[src/sv/rule_id_extractor_assert.svh]
// ----------------------------------------------------------------------------
// rule id extractor assertion macros
// concurrent assertion wrappers used by rie_emit
// ----------------------------------------------------------------------------
`ifndef RULE_ID_EXTRACTOR_ASSERT_SVH
`define RULE_ID_EXTRACTOR_ASSERT_SVH

// same-cycle implication
`define RIE_ASSERT_SAME(label, clk, rst, ante, cons, msg) \
   label: assert property (@(posedge clk) disable iff (rst) (ante) |-> (cons)) \
      else $error(msg);

// next-cycle implication
`define RIE_ASSERT_NEXT(label, clk, rst, ante, cons, msg) \
   label: assert property (@(posedge clk) disable iff (rst) (ante) |=> (cons)) \
      else $error(msg);

`endif

[src/sv/rie_pkg.sv]
// ----------------------------------------------------------------------------
// rie_pkg
// shared types, marker tables and character classes of the rule id extractor
// ----------------------------------------------------------------------------
package rie_pkg;

   localparam int MAX_ID_LEN_DEF = 63;
   localparam int MARKER_CNT     = 5;
   localparam int MARKER_W       = 3;
   localparam int PROG_W         = 3;
   localparam int MARKER_MAXLEN  = 5;
   localparam int COLON_IDX      = 4;
   localparam int CAP_W          = 7;

   localparam logic [CAP_W-1:0] CAP_RESET = 7'd64;

   typedef enum logic [1:0] {
      STATUS_NONE = 2'd0,
      STATUS_OK   = 2'd1,
      STATUS_BAD  = 2'd2
   } status_type;

   typedef struct packed {
      status_type          status;
      logic [MARKER_W-1:0] sel;
      logic                bank;
   } job_type;

   typedef struct packed {
      logic pend_full;
      logic act_holds;
      logic act_bank;
   } emit_busy_type;

   typedef struct packed {
      status_type status;
      logic [7:0] id_char;
      logic       id_end;
   } rsp_item_type;

   localparam logic [7:0] MARKER_TEXT [MARKER_CNT][MARKER_MAXLEN] = '{
      '{8'h5B, 8'h69, 8'h64, 8'h20, 8'h22},
      '{8'h5B, 8'h69, 8'h64, 8'h20, 8'h27},
      '{8'h69, 8'h64, 8'h20, 8'h22, 8'h00},
      '{8'h69, 8'h64, 8'h20, 8'h27, 8'h00},
      '{8'h69, 8'h64, 8'h3A, 8'h00, 8'h00}
   };

   localparam logic [PROG_W-1:0] MARKER_LEN [MARKER_CNT] = '{
      3'd5, 3'd5, 3'd4, 3'd4, 3'd3
   };

   localparam logic [7:0] CLOSE_QUOTE [MARKER_CNT] = '{
      8'h22, 8'h27, 8'h22, 8'h27, 8'h00
   };

   function automatic logic [7:0] marker_char(input logic [MARKER_W-1:0] m,
                                              input logic [PROG_W-1:0] p);
      logic [7:0] c;
      c = 8'h00;
      if (m < MARKER_W'(MARKER_CNT) && p < PROG_W'(MARKER_MAXLEN)) begin
         c = MARKER_TEXT[m][p];
      end
      return c;
   endfunction

   function automatic logic id_char_ok(input logic [7:0] c);
      return (c >= 8'h30 && c <= 8'h39) || (c >= 8'h41 && c <= 8'h5A) ||
             (c >= 8'h61 && c <= 8'h7A) || c == 8'h5F || c == 8'h2D ||
             c == 8'h2E || c == 8'h3A;
   endfunction

   function automatic logic is_white(input logic [7:0] c);
      return c == 8'h20 || (c >= 8'h09 && c <= 8'h0D);
   endfunction

endpackage

[src/sv/rie_match.sv]
// ----------------------------------------------------------------------------
// rie_match
// five parallel marker matchers with capture tracking and final id selection
// ----------------------------------------------------------------------------
module rie_match
   import rie_pkg::*;
#(
   parameter int MAX_ID_LEN = MAX_ID_LEN_DEF,
   parameter int ADDR_W     = $clog2(MAX_ID_LEN + 1)
) (
   input  logic                   clock,
   input  logic                   reset,
   input  logic                   accept,
   input  logic [7:0]             msg_byte,
   input  logic                   msg_last,
   input  logic [CAP_W-1:0]       out_capacity,
   output logic [MARKER_CNT-1:0]  wr_en,
   output logic [ADDR_W:0]        wr_addr [MARKER_CNT],
   output logic                   wr_bank,
   output logic                   job_valid,
   output job_type                job,
   output logic [ADDR_W-1:0]      job_len
);

   localparam int LEN_W = $clog2(MAX_ID_LEN + 2);
   localparam logic [LEN_W-1:0] MAX_LEN_L = LEN_W'(MAX_ID_LEN);

   logic [PROG_W-1:0] prog_ff   [MARKER_CNT];
   logic [PROG_W-1:0] prog_in   [MARKER_CNT];
   logic              found_ff  [MARKER_CNT];
   logic              found_in  [MARKER_CNT];
   logic              closed_ff [MARKER_CNT];
   logic              closed_in [MARKER_CNT];
   logic              bad_ff    [MARKER_CNT];
   logic              bad_in    [MARKER_CNT];
   logic [LEN_W-1:0]  len_ff    [MARKER_CNT];
   logic [LEN_W-1:0]  len_in    [MARKER_CNT];
   logic              skip_ff;
   logic              skip_in;
   logic              bank_ff;

   logic [MARKER_W-1:0] sel;
   logic                hit;
   logic [LEN_W-1:0]    sel_len;
   status_type          status;

   always_comb begin
      logic [PROG_W-1:0] p;
      logic              app;
      skip_in = skip_ff;
      for (int m = 0; m < MARKER_CNT; m++) begin
         prog_in[m]   = prog_ff[m];
         found_in[m]  = found_ff[m];
         closed_in[m] = closed_ff[m];
         bad_in[m]    = bad_ff[m];
         len_in[m]    = len_ff[m];
         wr_en[m]     = 1'b0;
         wr_addr[m]   = {bank_ff, len_ff[m][ADDR_W-1:0]};
         p            = prog_ff[m];
         app          = 1'b0;
         if (!found_ff[m]) begin
            if (p < PROG_W'(MARKER_MAXLEN) && msg_byte == marker_char(MARKER_W'(m), p)) begin
               p = p + PROG_W'(1);
            end else if (msg_byte == marker_char(MARKER_W'(m), '0)) begin
               p = PROG_W'(1);
            end else begin
               p = '0;
            end
            if (p >= MARKER_LEN[m]) begin
               found_in[m]  = 1'b1;
               len_in[m]    = '0;
               closed_in[m] = 1'b0;
               bad_in[m]    = 1'b0;
               if (m == COLON_IDX) begin
                  skip_in = 1'b1;
               end
               p = '0;
            end
            prog_in[m] = p;
         end else if (!closed_ff[m]) begin
            if (m == COLON_IDX) begin
               if (!(skip_ff && msg_byte == 8'h20)) begin
                  skip_in = 1'b0;
                  if (is_white(msg_byte)) begin
                     closed_in[m] = 1'b1;
                  end else begin
                     app = 1'b1;
                  end
               end
            end else if (msg_byte == CLOSE_QUOTE[m]) begin
               closed_in[m] = 1'b1;
            end else begin
               app = 1'b1;
            end
            if (app) begin
               if (!id_char_ok(msg_byte)) begin
                  bad_in[m] = 1'b1;
               end
               if (len_ff[m] < MAX_LEN_L) begin
                  wr_en[m] = accept;
               end
               if (len_ff[m] <= MAX_LEN_L) begin
                  len_in[m] = len_ff[m] + LEN_W'(1);
               end
            end
         end
      end

      // highest priority found marker
      sel = '0;
      hit = 1'b0;
      for (int m = MARKER_CNT - 1; m >= 0; m--) begin
         if (found_in[m]) begin
            sel = MARKER_W'(m);
            hit = 1'b1;
         end
      end
      sel_len = len_in[sel];

      if (!hit) begin
         status = STATUS_NONE;
      end else if (sel == MARKER_W'(COLON_IDX) && sel_len == '0) begin
         status = STATUS_NONE;
      end else if (sel != MARKER_W'(COLON_IDX) && !closed_in[sel]) begin
         status = STATUS_BAD;
      end else if (sel_len == '0 || bad_in[sel] || sel_len > MAX_LEN_L ||
                   CAP_W'(sel_len) >= out_capacity) begin
         status = STATUS_BAD;
      end else begin
         status = STATUS_OK;
      end
   end

   always_ff @(posedge clock) begin
      if (reset) begin
         for (int m = 0; m < MARKER_CNT; m++) begin
            prog_ff[m]   <= '0;
            found_ff[m]  <= 1'b0;
            closed_ff[m] <= 1'b0;
            bad_ff[m]    <= 1'b0;
            len_ff[m]    <= '0;
         end
         skip_ff <= 1'b0;
         bank_ff <= 1'b0;
      end else if (accept) begin
         if (msg_last) begin
            for (int m = 0; m < MARKER_CNT; m++) begin
               prog_ff[m]   <= '0;
               found_ff[m]  <= 1'b0;
               closed_ff[m] <= 1'b0;
               bad_ff[m]    <= 1'b0;
               len_ff[m]    <= '0;
            end
            skip_ff <= 1'b0;
            if (status == STATUS_OK) begin
               bank_ff <= !bank_ff;
            end
         end else begin
            for (int m = 0; m < MARKER_CNT; m++) begin
               prog_ff[m]   <= prog_in[m];
               found_ff[m]  <= found_in[m];
               closed_ff[m] <= closed_in[m];
               bad_ff[m]    <= bad_in[m];
               len_ff[m]    <= len_in[m];
            end
            skip_ff <= skip_in;
         end
      end
   end

   assign wr_bank    = bank_ff;
   assign job_valid  = accept && msg_last;
   assign job.status = status;
   assign job.sel    = sel;
   assign job.bank   = bank_ff;
   assign job_len    = sel_len[ADDR_W-1:0];

endmodule

[config.mk]
export PLATFORM = sky130hd
export DESIGN_NAME = rie_match
export DESIGN_NICKNAME = d
export VERILOG_FILES = /design/src/sv/rule_id_extractor_assert.svh /design/src/sv/rie_pkg.sv /design/src/sv/rie_match.sv
export SDC_FILE = /design/constraint.sdc
export NUM_CORES = 1
export LEC_CHECK = 0
export ABC_AREA = 1
export BUFFER_PORTS_ARGS = -buffer_cell sky130_fd_sc_hd__buf_2
export CELL_PAD_IN_SITES_DETAIL_PLACEMENT = 0
export CELL_PAD_IN_SITES_GLOBAL_PLACEMENT = 1
export CORE_MARGIN = 2
export CORE_UTILIZATION = 46
export CTS_CLUSTER_SIZE = 12
export DETAILED_ROUTE_END_ITERATION = 8
export HOLD_SLACK_MARGIN = 0.1
export PLACE_DENSITY = 0.95
export SKIP_CTS_REPAIR_TIMING = 1
export SLEW_MARGIN = 20
export SYNTH_ARGS = -nofsm -noshare
export SYNTH_HDL_FRONTEND = slang
export SYNTH_SLANG_ARGS = --single-unit
[constraint.sdc]
create_clock -name clock -period 11.03 [get_ports clock]
set_input_delay 2.206 -clock clock [delete_from_list [all_inputs] [get_ports clock]]
set_output_delay 2.206 -clock clock [all_outputs]
set_load 0.02 [all_outputs]
# Yosys cells after proc, flatten, opt, wreduce, memory -nomap -nowiden
# Memories as Yosys holds them, arrays and structs flattened.
# Cells that the tools add are included.
op_classes:
  magnitude_cmp: 36
  eq_ne: 22
  n_addsub: 10
  bitwise: 56
  n_mux: 256
  n_reduce_logical: 29
op_table:
  columns: ["cell", "count"]
  rows:
  - ["2-to-1 mux 7 bit", 37]
  - ["2-to-1 mux 8 bit", 30]
  - ["2-to-1 mux 1 bit", 147]
  - ["2-to-1 mux 3 bit", 35]
  - ["equality test 8 bit", 10]
  - ["bitwise OR 1 bit", 50]
  - ["equality test 8 x 6 -> 1 bit, second input constant", 6]
  - ["adder 7 x 1 -> 7 bit, second input constant", 5]
  - ["<= comparator 7 x 6 -> 1 bit, second input constant", 5]
  - ["less-than comparator 7 x 6 -> 1 bit, second input constant", 5]
  - ["greater-or-equal comparator 4 bit, second input constant", 6]
  - ["inverter 3 -> 4 bit", 6]
  - ["binary-select mux 7 bit (select 3 bit)", 1]
  - ["greater-or-equal comparator 8 x 7 -> 1 bit, second input constant", 2]
  - ["<= comparator 8 x 7 -> 1 bit, second input constant", 2]
  - ["adder 3 x 1 -> 3 bit, second input constant", 5]
  - ["less-than comparator 3 bit, second input constant", 5]
  - ["logical AND 1 bit", 13]
  - ["greater-or-equal comparator 3 bit, second input constant", 4]
  - ["logical OR 1 bit", 10]
  - ["inequality test 3 bit, second input constant", 3]
  - ["equality test 8 x 7 -> 1 bit, second input constant", 1]
  - ["greater-or-equal comparator 8 x 4 -> 1 bit, second input constant", 1]
  - ["greater-or-equal comparator 8 x 6 -> 1 bit, second input constant", 1]
  - ["other kinds (14)", 19]
totals:
  reg_bits: 2
  mem_bits_ro: 320
  wordCells: 421
  input_bits: 19
  ram_bits: 65
  memories: 10
  output_inout_bits: 54
mem_list:
  columns: ["memory", "words", "word_bits", "read_ports", "rd_clocked_by_memory_dff", "write_ports", "line_no", "text"]
  rows:
  - ["(name not given)", 8, 8, 1, 0, 0, "rie_pkg.sv:62", "c = MARKER_TEXT[m][p];"]
  - ["(name not given)", 8, 8, 1, 0, 0, "rie_pkg.sv:62", null]
  - ["(name not given)", 8, 8, 1, 0, 0, "rie_pkg.sv:62", null]
  - ["(name not given)", 8, 8, 1, 0, 0, "rie_pkg.sv:62", null]
  - ["(name not given)", 8, 8, 1, 0, 0, "rie_pkg.sv:62", null]
  - ["len_ff", 5, 7, 5, 0, 5, "rie_match.sv:36", "logic [LEN_W-1:0] len_ff [MARKER_CNT];"]
  - ["4 more memories", null, null, null, null, null, null, null]

# Logic depth before layout (Yosys ltp)
# Gate-level depths: netlist of run 1.
depth:
  word_depth: 36
  ltp_mapped: 36

# Least setup slack after synthesis of run 1
# OpenSTA, ideal clock, no wires.
synth_timing:
  kind: "in2out"
  start: "in msg_byte[5]"
  end: "out job[4] (netlist name)"
  t_arrival_ps: 5600
  path_slack_ps: 3224
  t_required_ps: 8824
  stages: 28
  path_cell_list: "buf_4 inv_1 nand2_1 nand2_1 inv_2 nor2_2 nand4_1 nand2_2 nand2_2 nand2_4 nand3_4 nor2_4 nand3_1 nand3_1 nand2_1 inv_1 ha_1 a21boi_0 o21a_1 o21a_1 o21a_1 o21ai_0 nand2_1 a211oi_2 nand2_1 nor2_2 nand2_1 nor2_1"
synth_rtl:
  columns: ["element", "line_no", "text"]
  rows:
  - ["start, declared", "rie_match.sv:14", "input logic [7:0] msg_byte,"]
  - ["end, declared", "rie_match.sv:21", "output job_type job,"]

==> results of run 1 <==
==> tightest hold or removal path, cell delays in order (launching register included) <==
cell	delay, ns
sky130_fd_sc_hd__dfxtp_1	0.31
sky130_fd_sc_hd__a21oi_1	0.11
sky130_fd_sc_hd__a211oi_1	0.05
==> layout by cell type, fill, tap and decap left out, drive strengths merged, types with 4 or more instances in the layout <==
master and count:
nand3 83, ha 34, clkinv 4, nand4 16, nand2 204, o211ai 9
clkbuf 11, xor2 8, o21ai 58, edfxtp 65, o21a 4, nor3 15
buf 73, inv 135, nor2 144, nor4 5, a21oi 20
==> cell type report <==
cell class                 instances  area, sq um
clock inverter                     4         18.8
clock buffer                      11          233
inverter                         135          507
tap                              176          220
fill                            1316         6500
timing repair buffer              73          368
sequential                        67         1990
multi-input combinational        632         3300
==> registers in the layout (all words and copies together), names as in the netlist <==
signal     count
prog_ff       15
len_ff        35
found_ff       5
closed_ff      5
bad_ff         5
wr_bank        1
skip_ff        1
==> logic make-up after synthesis <==
| kind of cell | Yosys count |
|---|---|
| compound gates | 109 |
| xor+xnor | 11 |
| fa+ha+maj | 34 |
| buf+inv | 187 |
| flops | 67 |
| mux | 2 |
| other cells | 1 |
| simple gates | 473 |
==> routing by layer <==
| layer | up-vias | wire length, um | global-route usage [%] |
|---|---|---|---|
| met4 | 0 | 346 | 7.50 |
| met1 | 2576 | 7170 | 31.4 |
| li1 | 2922 | - | - |
| met3 | 30 | 938 | 2.95 |
| met2 | 205 | 7150 | 35.4 |
| met5 | - | 0 | 0 |
==> power by group through the flow <==
stage,sequential [mW],combinational [mW],clock [mW]
5_1_grt,0.318,0.237,0.264
3_3_place_gp,0.320,0.209,0
6_report,0.315,0.211,0.252
4_1_cts,0.315,0.210,0.254
3_5_place_dp,0.320,0.209,0
2_1_floorplan,0.315,0.169,0
==> cells in the mapped netlist (all sizes together), types with 4 or more instances <==
cell type	count	area [sq um]
a21oi	20	104
nor4	5	31.3
edfxtp	65	1950
o21a	4	30.0
nor3	15	85.1
ha	34	425
inv	135	507
buf	45	347
nand2	204	806
nand4	16	106
nor2	144	591
clkbuf	7	26.3
xor2	8	70.1
o211ai	9	72.6
o21ai	58	290
nand3	83	450
==> stage by stage <==
stage / utilization [%] / hold WS, ns / instances
2_1_floorplan: - / 0.484 / 886
3_3_place_gp: 48.6 / 0.522 / 1083
3_5_place_dp: 48.6 / 0.513 / 1083
4_1_cts: 50.5 / 0.519 / 1098
5_1_grt: 50.5 / 0.552 / 1098
6_report: 50.5 / 0.516 / 1098
==> how the worst max path moves through the flow <==
stage	cells past startpoint	to	slack, ns	start
after floorplan	28	job[4]	3.22	msg_byte[5]
after global placement	27	job[5]	2.69	msg_byte[6]
after global routing	31	job[5]	2.17	msg_byte[7]
after detailed placement	31	job[5]	2.67	msg_byte[7]
final	27	job[5]	2.66	msg_byte[6]
after CTS	31	job[5]	2.66	msg_byte[7]
==> impl_summary.log, run 1 <==
INFO  metric worst_pin_slew = 0.987 ns
INFO  metric ff2ff_path_depth = 33
INFO  metric synth_top_flop_cell = sky130_fd_sc_hd__edfxtp_1
INFO  metric timing_hold_violations_final = 0
INFO  metric synthAdderAreaFrac = 6.90%
INFO  metric numPortBuffers = 72
INFO  metric synth_edf_count = 65
INFO  metric switching_power = 265 uW
INFO  metric synthArstFlopShare = 0%
INFO  metric status = complete, no violations
INFO  metric hold_path_startpoint = skip_ff$_SDFFE_PP0P_
INFO  metric number_of_synthesized_register_bits = 67
INFO  metric synth_compound_area_share = 10.3%
INFO  metric power_leakage = 3.26 nW
INFO  metric startpoint_type = primary input
INFO  metric fp.dieH = 120 um
INFO  metric instance_count_of_the_mapped_netlist = 884
INFO  metric cp.required = 8.82 ns
INFO  metric grt.total_usage = 22.3%
INFO  metric drt_iter0_drc = 626
INFO  metric reg2reg_to = wr_bank$_SDFFE_PP0P_
INFO  metric post_synth_and_or_nand_nor_area_fraction = 34.3%
INFO  metric viasPerCell = 5.22
INFO  metric yosysWarnings = 0
INFO  metric path_class = in -> out
INFO  metric final_setup_viols = 0
INFO  metric io_pins = 73
INFO  metric clock-root-buffer = sky130_fd_sc_hd__clkbuf_16
INFO  metric rsz0062_at_grt = no
INFO  metric clock_sinks = 67
INFO  metric die_width = 120 um
INFO  metric critical_path_buf_inv_count = 5
INFO  metric power.share.combinational = 27.1%
INFO  metric clock_skew = 0.00659 ns
INFO  metric cp.arrival = 6.17 ns
INFO  metric worst_slack = 2.66 ns
INFO  metric powerDensity = 117 nW/um^2
INFO  metric htree_num_levels = 3
INFO  metric layout_worst_path_cycle_share = 75.9%
INFO  metric internal-power = 514 uW
INFO  metric rr_startpoint = prog_ff[0][3]$_SDFFCE_PP0P_
INFO  metric synth_xor_xnor_area_share = 1.56%
INFO  metric synth_mux_area_share = 0.325%
INFO  metric worst-r2r-setup-slack = 6.39 ns
INFO  metric fin_area = 6640 sq um
INFO  metric cts.reportedPaths.clkPinSlew = 0.06 ns
INFO  metric max_freq = 119 MHz
INFO  metric drt-wirelength-per-cell = 14.2 um
INFO  metric tritoncts = done
INFO  metric coreArea = 13,100 sq um
INFO  metric layout-drive-gt1-share = 14.8%
INFO  metric post_synth_num_cell_types = 48
INFO  metric clkLatencyLatePin = 0.34 ns
INFO  metric critical-path-top-cell-by-count = sky130_fd_sc_hd__nand2_1
INFO  metric max-slew-margin-rel = 34.1%
INFO  metric path_max_fanout = 13
INFO  metric vdd.ir_drop.worst = 0.0000671 V
INFO  metric first_pass_grt_wire_length = 25,600 um
INFO  metric overflow = 0
INFO  metric totalPowerFinal = 778 uW
INFO  metric routabilityCongestion = 0.957
INFO  metric layout-area-overhead-vs-synth = 7.74%
INFO  metric firstDrtPassIters = 5
INFO  metric rows = 42
INFO  metric cp_top_family = simple AND/OR/NAND/NOR gates
INFO  metric synth_top_family_by_area = simple AND/OR/NAND/NOR gates
INFO  metric placed_wire_length_estimate = 11,900 um
INFO  metric syn_avg_cell_area = 6.97 sq um
INFO  metric grt_start_max_net_pins = 55
INFO  metric hold_crit_class = reg -> reg
INFO  metric postRouteWirelength = 15,600 um
INFO  metric placedInstanceArea = 6390 sq um
INFO  metric route.vias.total = 5,733
INFO  metric power.share.clock = 32.4%
INFO  metric vias_in_the_first_global_route = 5,195
INFO  metric timing.max_cap.violations = 0
INFO  metric whs_endpoint = skip_ff$_SDFFE_PP0P_
INFO  metric hold_path_depth = 2
INFO  metric dpl_worst_slack = 2.67 ns
INFO  metric cp_slowest_cell = sky130_fd_sc_hd__nor2_1
INFO  metric switching_share = 34.0%
INFO  metric fp.dieArea = 14,300 sq um
INFO  metric critical-path-max-stage-delay = 0.32 ns
INFO  metric tmin_final = 8.37 ns
INFO  metric synth_seq_area_share = 32.3%
INFO  metric cts_made_buffers = 9
INFO  metric antenna_left = 0
INFO  metric mappedNetlistArea = 6160 sq um
INFO  metric finalSetupTns = 0 ns
INFO  metric finalMaxSlewViolations = 0
INFO  metric nNetsFinal = 971
INFO  metric initial_utilization = 46.9%
INFO  metric drt_drc_violations_left = 0
INFO  metric share_seq_of_total_power = 40.5%
INFO  metric number_of_inserted_diodes = 0
INFO  metric cp-end-kind = output pin
INFO  metric max-clock-path-buffers = 2
INFO  metric antenna_violations_before_repair = 0
No activity file was read; power rests on OpenSTA's default activity.
==> inputs of run 2 (changes only) <==
--- a/config.mk
+++ b/config.mk
@@ -10,11 +10,11 @@
 export CELL_PAD_IN_SITES_DETAIL_PLACEMENT = 0
 export CELL_PAD_IN_SITES_GLOBAL_PLACEMENT = 1
 export CORE_MARGIN = 2
-export CORE_UTILIZATION = 46
+export CORE_UTILIZATION = 39
 export CTS_CLUSTER_SIZE = 12
 export DETAILED_ROUTE_END_ITERATION = 8
 export HOLD_SLACK_MARGIN = 0.1
-export PLACE_DENSITY = 0.95
+export PLACE_DENSITY = 0.89
 export SKIP_CTS_REPAIR_TIMING = 1
 export SLEW_MARGIN = 20
 export SYNTH_ARGS = -nofsm -noshare
==> constraint.sdc (replaced) <==
create_clock -name clock -period 7.1 [get_ports clock]
set_input_delay 1.42 -clock clock [delete_from_list [all_inputs] [get_ports clock]]
set_output_delay 1.42 -clock clock [all_outputs]
set_load 0.02 [all_outputs]
==> impl_summary.log, run 2 (synthesized netlist as in run 1, its figures left out) <==
INFO  metric registers.top_by_ff_count = len_ff
INFO  metric layout-drive-gt1-share = 15.8%
INFO  metric reg2reg_to = wr_bank$_SDFFE_PP0P_
INFO  metric viasPerCell = 4.97
INFO  metric clock_sinks = 67
INFO  metric global_route.usage.met3 = 3.47%
INFO  metric cts.reportedPaths.clkPinSlew = 0.05 ns
INFO  metric worst_slack = 0.462 ns
INFO  metric cts_made_buffers = 9
INFO  metric tritoncts = done
INFO  metric layout-area-overhead-vs-synth = 10.6%
INFO  metric cp_slowest_cell = sky130_fd_sc_hd__ha_1
INFO  metric routabilityCongestion = 0.878
INFO  metric io_pins = 73
INFO  metric final_setup_viols = 0
INFO  metric max-slew-margin-rel = 45.6%
INFO  metric layout.cells.most_common_list = 193 x sky130_fd_sc_hd__nand2_1, 128 x sky130_fd_sc_hd__nor2_1, 122 x sky130_fd_sc_hd__inv_1, 79 x sky130_fd_sc_hd__nand3_1, 72 x sky130_fd_sc_hd__buf_2
INFO  metric max_freq = 151 MHz
INFO  metric placed_cells = 1,119
INFO  metric die_width = 130 um
INFO  metric grt_most_used_layer = met2
INFO  metric finalMaxSlewViolations = 0
INFO  metric startpoint_type = primary input
INFO  metric number_of_inserted_diodes = 0
INFO  metric grt_util_met1 = 26.3%
INFO  metric hold_path_startpoint = skip_ff$_SDFFE_PP0P_
INFO  metric worst_setup_path_startpoint = msg_byte[6]
INFO  metric status = complete, no violations
INFO  metric rr_startpoint = prog_ff[0][3]$_SDFFCE_PP0P_
INFO  metric drt_iter0_drc = 467
INFO  metric clock_skew = 0.00597 ns
INFO  metric fp.dieArea = 16,800 sq um
INFO  metric coreArea = 15,300 sq um
INFO  metric first_pass_grt_wire_length = 25,600 um
INFO  metric cp-end-kind = output pin
INFO  metric hold_crit_class = reg -> reg
INFO  metric critical-path-top-cell-by-count = sky130_fd_sc_hd__nand2_1
INFO  metric route.vias.total = 5,669
INFO  metric firstDrtPassIters = 4
INFO  metric nNetsFinal = 978
INFO  metric htree_num_levels = 3
INFO  metric worst_hold_margin = 0.517 ns
INFO  metric layout_worst_path_cycle_share = 93.5%
INFO  metric powerDensity = 191 nW/um^2
INFO  metric tmin_final = 6.64 ns
INFO  metric max-clock-path-buffers = 2
INFO  metric antenna_violations_before_repair = 0
INFO  metric path_class = in -> out
INFO  metric cp.required = 5.68 ns
INFO  metric fp.dieH = 130 um
INFO  metric antenna_left = 0
INFO  metric initial_utilization = 40.2%
INFO  metric grt.total_usage = 19.4%
INFO  metric biggestRegsByFlops = len_ff x35, prog_ff x15
INFO  metric clock-root-buffer = sky130_fd_sc_hd__clkbuf_16
INFO  metric overflow = 0
INFO  metric hold_path_depth = 2
INFO  metric final_instance_count_excl_fillers = 1,141
INFO  metric worst-r2r-setup-slack = 2.59 ns
INFO  metric whs_endpoint = skip_ff$_SDFFE_PP0P_
INFO  metric path_max_fanout = 13
INFO  metric drt_drc_violations_left = 0
INFO  metric grt_start_max_net_pins = 54
INFO  metric vdd.ir_drop.worst = 0.000114 V
INFO  metric placed_wire_length_estimate = 12,100 um
INFO  metric critical-path-max-stage-delay = 0.26 ns
INFO  metric power_leakage = 3.31 nW
INFO  metric worst_pin_slew = 0.813 ns
INFO  metric numPortBuffers = 72
INFO  metric vias_in_the_first_global_route = 5,220
INFO  metric postRouteWirelength = 15,900 um
INFO  metric largest_reg_flops = 35
INFO  metric layout_commonest_cell = sky130_fd_sc_hd__nand2_1
INFO  metric drt-wirelength-per-cell = 13.9 um
INFO  metric cp.arrival = 5.22 ns
INFO  metric clkLatencyLatePin = 0.34 ns
INFO  metric timing.max_cap.violations = 0
INFO  metric m2_gr_usage = 31.6%
INFO  metric rows = 45
INFO  metric dpl_worst_slack = 0.318 ns
INFO  metric timing_hold_violations_final = 0
INFO  metric ff2ff_path_depth = 31
[run 2: cell types whose count changed in the layout (fill, tap and decap cells not counted)]
cell	previous run	this run
sky130_fd_sc_hd__nor2_1	130	128
sky130_fd_sc_hd__inv_4	0	1
sky130_fd_sc_hd__clkinv_1	1	0
sky130_fd_sc_hd__clkinv_2	3	2
sky130_fd_sc_hd__nand2_8	0	1
sky130_fd_sc_hd__bufinv_16	0	2
sky130_fd_sc_hd__inv_2	13	12
sky130_fd_sc_hd__clkinvlp_4	0	1
sky130_fd_sc_hd__nor2_2	11	13
sky130_fd_sc_hd__buf_4	1	7
[run 2: final cells by class]
class,count,area [sq um]
clock buffers,11,233
clock inverters,5,77.6
fillers,1638,8500
inverters,135,509
multi-input cells,633,3320
flip-flops and latches,67,1990
well taps,211,264
repair buffers,79,413
[run 2: per-stage QoR]
step,area [sq um],TNS (ns),power [mW],util (%)
3_5_place_dp,6440,0,0.824,42.0
2_1_floorplan,6170,0,0.751,-
3_3_place_gp,6440,0,0.825,42.0
6_report,6810,0,1.30,44.5
4_1_cts,6750,0,1.30,44.1
5_1_grt,6810,-0.00182,1.38,44.5
[run 2: worst max path at each step]
stage               endpoint  cells past startpoint  slack (ns)
floorplan             job[4]                     28        0.87
global placement      job[5]                     31        0.39
detailed placement    job[5]                     27        0.32
CTS                   job[5]                     27        0.30
global route          job[5]                     29      -0.002
finish                job[5]                     31        0.46
[run 2: worst max-delay path: cells and delay by family]
kind	cells	cell delay (ns)
AO/OA/AOI/OAI	7	0.98
adder cells (fa/ha/maj)	1	0.26
buffers and inverters	5	0.67
AND/OR/NAND/NOR	18	1.89
[run 2: per-layer routing]
layer  share of wire, %  vias up
met5                  0        -
met4                2.1        0
met3                4.3       26
met2                 46      155
met1                 48     2547
li1                   -     2941
[run 2: power by group]
part / internal (mW) / switching (mW) / leakage, nW
Sequential: 0.463 / 0.0258 / 0.720
Clock: 0.306 / 0.170 / 0.150
Combinational: 0.107 / 0.227 / 2.44
Total: 0.877 / 0.423 / 3.31
==> inputs of run 3 (changes only) <==
--- a/config.mk
+++ b/config.mk
@@ -14,7 +14,7 @@
 export CTS_CLUSTER_SIZE = 12
 export DETAILED_ROUTE_END_ITERATION = 8
 export HOLD_SLACK_MARGIN = 0.1
-export PLACE_DENSITY = 0.89
+export PLACE_DENSITY = 0.74
 export SKIP_CTS_REPAIR_TIMING = 1
 export SLEW_MARGIN = 20
 export SYNTH_ARGS = -nofsm -noshare
==> impl_summary.log, run 3 (synthesized netlist as in run 1, its figures left out) <==
INFO  metric status = complete, no violations
INFO  metric max_freq = 151 MHz
INFO  metric power_leakage = 3.37 nW
INFO  metric numPortBuffers = 72
INFO  metric placed_wire_length_estimate = 13,000 um
INFO  metric met3WireLength = 618 um
INFO  metric path_class = in -> out
INFO  metric clkLatencyLatePin = 0.35 ns
INFO  metric placedInstanceArea = 6440 sq um
INFO  metric layout-drive-gt1-share = 17.8%
INFO  metric vdd.ir_drop.worst = 0.000107 V
INFO  metric drt-wirelength-per-cell = 14.8 um
INFO  metric layout.cells.most_common_list = 193 x sky130_fd_sc_hd__nand2_1, 125 x sky130_fd_sc_hd__nor2_1, 120 x sky130_fd_sc_hd__inv_1, 78 x sky130_fd_sc_hd__nand3_1, 71 x sky130_fd_sc_hd__buf_2
INFO  metric biggestRegsByFlops = len_ff x35, prog_ff x15
INFO  metric finalSetupTns = 0 ns
INFO  metric rsz0062_at_grt = no
INFO  metric filler_cell_count = 1,704
INFO  metric routabilityCongestion = 0.847
INFO  metric finalMaxSlewViolations = 0
INFO  metric grt.total_usage = 20.3%
INFO  metric viasPerCell = 5.00
INFO  metric fin_area = 6970 sq um
INFO  metric initial_utilization = 40.2%
INFO  metric route.vias.total = 5,766
INFO  metric registers.top_by_ff_count = len_ff
INFO  metric placed_cells = 1,119
INFO  metric final_setup_viols = 0
INFO  metric drt_iter0_drc = 315
INFO  metric number_of_inserted_diodes = 0
INFO  metric vias_in_the_first_global_route = 5,201
INFO  metric first_pass_grt_wire_length = 26,500 um
INFO  metric cp-end-kind = output pin
INFO  metric critical-path-max-stage-delay = 0.26 ns
INFO  metric timing_hold_violations_final = 0
INFO  metric cp.arrival = 5.22 ns
INFO  metric drt_drc_violations_left = 0
INFO  metric critical-path-top-cell-by-count = sky130_fd_sc_hd__nand2_1
INFO  metric detailroute.wirelength.met2 = 8290 um
INFO  metric fp.dieArea = 16,800 sq um
INFO  metric cp.required = 5.68 ns
INFO  metric timing.max_cap.violations = 0
INFO  metric clock_skew = 0.00804 ns
INFO  metric nNetsFinal = 990
INFO  metric antenna_violations_before_repair = 0
INFO  metric coreArea = 15,300 sq um
INFO  metric critical_path_buf_inv_count = 6
INFO  metric startpoint_type = primary input
INFO  metric path_max_fanout = 12
INFO  metric antenna_left = 0
INFO  metric firstDrtPassIters = 5
INFO  metric grt_start_max_net_pins = 55
INFO  metric max-slew-margin-rel = 32.1%
INFO  metric cts.reportedPaths.clkPinSlew = 0.06 ns
INFO  metric worst_pin_slew = 1.02 ns
INFO  metric overflow = 0
INFO  metric top_layer = met4
INFO  metric dpl_worst_slack = 0.315 ns
INFO  metric clock_sinks = 67
INFO  metric cp_top_family = compound AO/OA/AOI/OAI gates
INFO  metric htree_num_levels = 3
INFO  metric powerDensity = 193 nW/um^2
INFO  metric hold_crit_class = reg -> reg
INFO  metric die_width = 130 um
INFO  metric cts_made_buffers = 9
INFO  metric max-clock-path-buffers = 2
INFO  metric layout-area-overhead-vs-synth = 13.1%
INFO  metric postRouteWirelength = 17,100 um
INFO  metric clock-root-buffer = sky130_fd_sc_hd__clkbuf_16
INFO  metric worst-r2r-setup-slack = 2.60 ns
INFO  metric rows = 45
INFO  metric largest_reg_flops = 35
INFO  metric detail_route.wirelength.met1 = 7900 um
INFO  metric layout_worst_path_cycle_share = 93.5%
INFO  metric tritoncts = done
INFO  metric io_pins = 73
INFO  metric tmin_final = 6.64 ns
INFO  metric final_instance_count_excl_fillers = 1,153
INFO  metric cp_slowest_cell = sky130_fd_sc_hd__ha_1
INFO  metric worst_slack = 0.459 ns
INFO  metric layout_commonest_cell = sky130_fd_sc_hd__nand2_1
INFO  metric fp.dieH = 130 um
-- run 3: changes by cell type in the layout (fill, tap and decap cells not counted), sizes merged --
cell      change
clkinv        -1
buf          +11
inv           -2
clkbuf        +1
clkinvlp      +3
-- run 3: per-stage QoR --
step | hold slack [ns] | total power, mW | util, %
after floorplan | 0.484 | 0.751 | -
after global placement | 0.524 | 0.832 | 42.0
after detailed placement | 0.526 | 0.829 | 42.0
after CTS | 0.535 | 1.34 | 44.2
after global routing | 0.565 | 1.41 | 45.5
final | 0.541 | 1.34 | 45.5
-- run 3: cell type report --
cell class	instances	area (sq um)	area share, %
Clock buffer	11	253	3.63
Clock inverter	5	83.8	1.20
Inverter	135	519	7.45
Multi-Input combinational cell	633	3350	48.1
Sequential cell	67	1990	28.6
Tap cell	211	264	3.79
Timing Repair Buffer	91	505	7.26
-- run 3: final timing paths --
path                               start                    to  depth (start not counted)
max                          msg_byte[7]                job[5]                         30
min                 skip_ff$_SDFFE_PP0P_  skip_ff$_SDFFE_PP0P_                          2
max reg2reg  prog_ff[0][3]$_SDFFCE_PP0P_  wr_bank$_SDFFE_PP0P_                         31
min reg2reg         skip_ff$_SDFFE_PP0P_  skip_ff$_SDFFE_PP0P_                          2
-- run 3: tightest hold or removal path, cell delays in order, from the launching register on --
cell	delay, ns
sky130_fd_sc_hd__dfxtp_1	0.31
sky130_fd_sc_hd__a21oi_1	0.13
sky130_fd_sc_hd__a211oi_1	0.05
-- run 3: power by group --
group	internal, mW	total (mW)	switching [mW]
logic	0.113	0.345	0.232
clock network	0.328	0.510	0.182
registers	0.463	0.489	0.0262
-- run 3: routing by layer --
layer / GRT usage [%] / vias up
li1: - / 2969
met1: 26.9 / 2658
met2: 34.6 / 123
met3: 2.44 / 16
met4: 6.01 / 0
met5: 0 / -
